==> src/sv/bf3_pkg.sv <==
// ---------------------------------------------------------------------------
// bf3_pkg
// Widths, constants, types and helpers shared by the 3x3 box filter.
// ---------------------------------------------------------------------------
package bf3_pkg;

    // Frame geometry
    localparam int MAX_WIDTH  = 1024;
    localparam int MAX_HEIGHT = 1024;
    localparam int COL_W      = $clog2(MAX_WIDTH);
    localparam int ROW_W      = $clog2(MAX_HEIGHT);
    localparam int DIM_W      = 11;
    localparam int WIN_SKIP   = 2;

    localparam logic [DIM_W-1:0] DIM_MIN   = DIM_W'(3);
    localparam logic [DIM_W-1:0] DIM_RESET = DIM_W'(1024);
    localparam logic [DIM_W-1:0] DIM_MAX_W = DIM_W'(MAX_WIDTH);
    localparam logic [DIM_W-1:0] DIM_MAX_H = DIM_W'(MAX_HEIGHT);

    // Datapath widths
    localparam int SAMPLE_W  = 16;
    localparam int COLSUM_W  = SAMPLE_W + 2;
    localparam int WINSUM_W  = SAMPLE_W + 4;
    localparam int MEAN_W    = 20;
    localparam int NUM_CELLS = 2;

    // Mean: floor((16*sum + 4) / 9), biased positive by 9*2^19 and
    // divided by reciprocal multiply
    localparam int DIV_U_W    = 24;
    localparam int DIV_R_W    = 25;
    localparam int DIV_SHIFT  = 28;
    localparam int PROD_W     = DIV_U_W + DIV_R_W;
    localparam logic [DIV_U_W-1:0] DIV_BIAS  = DIV_U_W'(9 * (1 << 19));
    localparam logic [DIV_R_W-1:0] DIV_RECIP = DIV_R_W'(29826162);

    // Configuration port
    localparam int ADDR_W = 3;
    localparam int DATA_W = 32;

    typedef enum logic [0:0] {
        REG_FRAME_WIDTH  = 1'b0,
        REG_FRAME_HEIGHT = 1'b1
    } reg_idx_t;

    // One line store word: rows r-2 and r-1 at one column
    typedef struct packed {
        logic signed [SAMPLE_W-1:0] top;
        logic signed [SAMPLE_W-1:0] mid;
    } pair_t;

    // Per-beat tag carried down the pipe
    typedef struct packed {
        logic emit;
        logic row_end;
        logic frame_end;
    } tag_t;

    // Last valid position: the dimension register clamped to 3..hi, minus one
    function automatic logic [DIM_W-1:0] dim_last(input logic [DIM_W-1:0] v,
                                                  input logic [DIM_W-1:0] hi);
        logic [DIM_W-1:0] d;
        if (v < DIM_MIN)
            d = DIM_MIN;
        else if (v > hi)
            d = hi;
        else
            d = v;
        return d - DIM_W'(1);
    endfunction

endpackage

==> src/sv/bf3_col_cell.sv <==
// ---------------------------------------------------------------------------
// bf3_col_cell
// One window column cell: holds a column sum, hands it on when the window
// shifts, and adds it into the running window total.
// ---------------------------------------------------------------------------
module bf3_col_cell (
    input  logic                                 clk,
    input  logic                                 rst_n,
    input  logic                                 shift,
    input  logic signed [bf3_pkg::COLSUM_W-1:0]  sum_in,
    output logic signed [bf3_pkg::COLSUM_W-1:0]  sum_out,
    input  logic signed [bf3_pkg::WINSUM_W-1:0]  acc_in,
    output logic signed [bf3_pkg::WINSUM_W-1:0]  acc_out
);

    logic signed [bf3_pkg::COLSUM_W-1:0] sum_reg;

    // Column held until the next window shift
    always_ff @(posedge clk or negedge rst_n)
    begin
        if (!rst_n)
            sum_reg <= '0;
        else if (shift)
            sum_reg <= sum_in;
    end

    // Running total along the chain
    assign acc_out = acc_in
                   + {{(bf3_pkg::WINSUM_W - bf3_pkg::COLSUM_W){sum_reg[bf3_pkg::COLSUM_W-1]}},
                      sum_reg};
    assign sum_out = sum_reg;

endmodule

==> config.mk <==
export PLATFORM = sky130hd
export DESIGN_NAME = bf3_col_cell
export DESIGN_NICKNAME = d
export VERILOG_FILES = /design/src/sv/bf3_pkg.sv /design/src/sv/bf3_col_cell.sv
export SDC_FILE = /design/constraint.sdc
export NUM_CORES = 1
export LEC_CHECK = 0
export ABC_AREA = 1
export BUFFER_PORTS_ARGS = -buffer_cell sky130_fd_sc_hd__buf_2
export CAP_MARGIN = 20
export CELL_PAD_IN_SITES_DETAIL_PLACEMENT = 0
export CELL_PAD_IN_SITES_GLOBAL_PLACEMENT = 1
export CORE_MARGIN = 5
export CORE_UTILIZATION = 30
export CTS_BUF_LIST = sky130_fd_sc_hd__clkbuf_8
export CTS_CLUSTER_SIZE = 8
export DETAILED_ROUTE_END_ITERATION = 8
export GPL_TIMING_DRIVEN = 1
export PLACE_DENSITY = 0.84
export SYNTH_ARGS = -nofsm -noshare
export SYNTH_HDL_FRONTEND = slang
export SYNTH_SLANG_ARGS = --single-unit
==> constraint.sdc <==
create_clock -name clk -period 2 [get_ports clk]
set_input_delay 0.3 -clock clk [delete_from_list [all_inputs] [get_ports clk]]
set_output_delay 0.3 -clock clk [all_outputs]
set_load 0.1 [all_outputs]
==> flow_metrics.tcl <==
set metrics [dict create \
    cts.path.max_buffers 2 \
    synth_cell_types 23 \
    path_max_fanout 3 \
    portBuffers 78 \
    dpl-instance-area_um2 3700 \
    whs_endpoint "sum_out[1]$_DFFE_PN0P_" \
    synth_fa_ha_area_share_pct 13.9 \
    arrival_ns 2.08 \
    grt_setup_unrepaired "yes" \
    rows 28 \
    cp_cell_sequence "ha_4 -> fa_2 -> nand3_2 -> nand3_4 -> nand2_4 -> nand2_8 -> nand2_8 -> nand2_4 -> nand2_4 -> nand2_8 -> buf_12" \
    worst_pin_slew_ns 0.493 \
    drcViolationCount 0 \
    slowest_stage "dfrtp_4" \
    final_layout_size_suffix_gt1_share_pct 77.4 \
    vias 2205 \
    holdWs_ns 0.278 \
    grt_use_total_pct 16.7 \
    core_area_um2 5990 \
    clkTransAtPathRegs_ns 0.06 \
    synth_mux_area_share_pct 10.9 \
    antenna_left 0 \
    max_freq_mhz 420 \
    synth_compound_area_share_pct 5.85 \
    maxCapViolCount 0 \
    die_area_um2 7880 \
    syn_area_per_cell_um2 7.07 \
    stdcell_area_um2 4210 \
    clockPowerShare_pct 6.1 \
    fin_crit_ns 2.38 \
    setup_viol 18 \
    r2r_cells 2 \
    hold_viol_final 0 \
    gp_congestion 0.876 \
    r2r-end "sum_out[17]$_DFFE_PN0P_" \
    final_cell_mix "buf_2 (59), buf_4 (48), nand2_1 (37)" \
    dp_hpwl_um 5280 \
    grt_pass1_wl_um 10400 \
    io_pins 79 \
    cts_max_level 1 \
    synth-simple-area-share_pct 33.1 \
    layout_commonest_cell "buf_2" \
    yosysWarnings 0 \
    antennaDiodeCount 0 \
    max_slew_margin_pct 67.3 \
    die_x_um 88.8 \
    place_ws_ns -0.144 \
    worstHoldStart "sum_in[1]" \
    largest_reg_flops 18 \
    p_seq_share_pct 12.1 \
    internal_power_mw 1.76 \
    synth_seq_cells 18 \
    end_kind "output port" \
    ir_drop_uv 834 \
    comb_power_share_pct 81.8 \
    grt_pass1_vias 2315 \
    criticalPathCategory "flop to output port" \
    cts_tree "done" \
    finClkSkew_ns 0 \
    p_switching_mw 2.16 \
    p_sw_share_pct 55.1 \
    slowest_delay_ns 0.48 \
    synth-xor-area-share_pct 4.71 \
    grt_overflow 0 \
    die_h_um 88.8 \
    violations "setup timing" \
    power-per-cell-area_nw_per_um2 929 \
    area_growth_pct 126 \
    finalWorstSetupSlack_ns -0.378 \
    root_buffer "clkbuf_8" \
    first_iter_violations 49 \
    insertion_delay_ns 0.25 \
    start_util_pct 31.1 \
    setup_tns_ns -4.90 \
    netlist_instances 263 \
    grt_max_degree 19 \
    synth_area_um2 1860 \
    p_leak_nw 1.96 \
    status "finished with violations" \
    wl_per_cell_um 13.4 \
    fillCellCount 426 \
    whs_path_depth 2 \
    drt-pass1-iter-count 4 \
    hp-class "input pin to flop" \
    numCtsBuffers 3 \
    via_per_inst 4.66 \
    finalCritPeriodShare_pct 119 \
    synth-seq-area-share_pct 24.2 \
    setup.worst_path.start_class "flop" \
    synthesis.nets 324 \
    nets 461 \
    reg2reg_from "sum_out[17]$_DFFE_PN0P_" \
    synth_top_family_by_area "simple AND/OR/NAND/NOR gates" \
    ff2ff_setup_slack_ns 0.95 \
    antenna_found_initial 0 \
    wl_um 6350 \
    cts_sinks 18 \
    required_ns 1.70 \
    slew_violations 0 \
]
-- critical path, delay by kind of cell (launching register included) --
family | cells | cell delay (ns)
AND/OR/NAND/NOR | 8 | 0.62
adder cells (fa/ha/maj) | 2 | 0.55
flip-flops | 1 | 0.48
buffers and inverters | 1 | 0.16
-- synth_stat cells, drive strengths merged --
master / instances / area [um2]
nand2: 95 / 369
inv: 34 / 128
nor2: 20 / 87.6
ha: 19 / 238
nand3: 19 / 115
dfrtp: 18 / 450
mux2: 18 / 203
a21oi: 15 / 78.8
xor2: 8 / 70.1
nor3: 3 / 15.0
o21ai: 3 / 15.0
and2: 2 / 15.0
buf: 2 / 10.0
o21bai: 2 / 15.0
xnor2: 2 / 17.5
fa: 1 / 20.0
nand3b: 1 / 7.51
nand4: 1 / 6.26
-- repair_timing --
item,in CTS,in global routing
endpoints found under the setup margin,18,18
setup buffers,9,4
resized for setup,56,39
pin swaps,52,32
hold buffers,1,0
endpoints found under the hold margin,18,0
-- cells by family (layout without fill, tap and decap cells) --
group                    after synthesis  in the layout
adder cells (fa/ha/maj)               20             20
buffers and inverters                 36            171
AND/OR/NAND/NOR                      141            141
XOR/XNOR                              10             10
flip-flops                            18             18
multiplexers                          18             18
AO/OA/AOI/OAI                         20             20
-- power groups by stage --
stage               registers, mW  logic, mW  clock network (mW)
CTS                         0.473       3.09               0.250
floorplan                   0.754       1.75                   0
finish                      0.472       3.20               0.240
global route                0.476       3.35               0.270
detailed placement          0.482       2.93                   0
global placement            0.479       2.91                   0
-- routing by layer --
| layer | vias up | share of wire, % | global-route usage (%) |
|---|---|---|---|
| met5 | - | 0 | 0 |
| met4 | 0 | 2.2 | 5.22 |
| met3 | 12 | 4.4 | 1.77 |
| met2 | 52 | 51 | 30.3 |
| met1 | 1021 | 42 | 20.6 |
| li1 | 1120 | - | - |
-- stage by stage --
stage / util, % / cells / total power, mW
after floorplan: - / 263 / 2.51
after global placement: 61.8 / 459 / 3.39
after detailed placement: 61.8 / 459 / 3.42
after CTS: 67.1 / 471 / 3.81
after global routing: 70.3 / 473 / 4.10
final: 70.3 / 473 / 3.91
-- area by class of cell --
class / instances / area (um2) / area share, %
sequential: 18 / 518 / 12.3
tap: 75 / 93.8 / 2.23
timing repair buffer: 134 / 1120 / 26.7
clock buffer: 3 / 41.3 / 0.981
inverter: 34 / 128 / 3.03
multi-input combinational: 209 / 2300 / 54.7
-- how the worst max path moves through the flow --
stage	start	end	cells past startpoint
floorplan	sum_out[0]$_DFFE_PN0P_	acc_out[8]	7
global placement	sum_out[0]$_DFFE_PN0P_	acc_out[16]	11
finish	sum_out[0]$_DFFE_PN0P_	acc_out[16]	11
global route	sum_out[4]$_DFFE_PN0P_	acc_out[10]	10
CTS	sum_out[0]$_DFFE_PN0P_	acc_out[16]	11
detailed placement	sum_out[0]$_DFFE_PN0P_	acc_out[16]	11
Power figures use the tool's default switching activity.
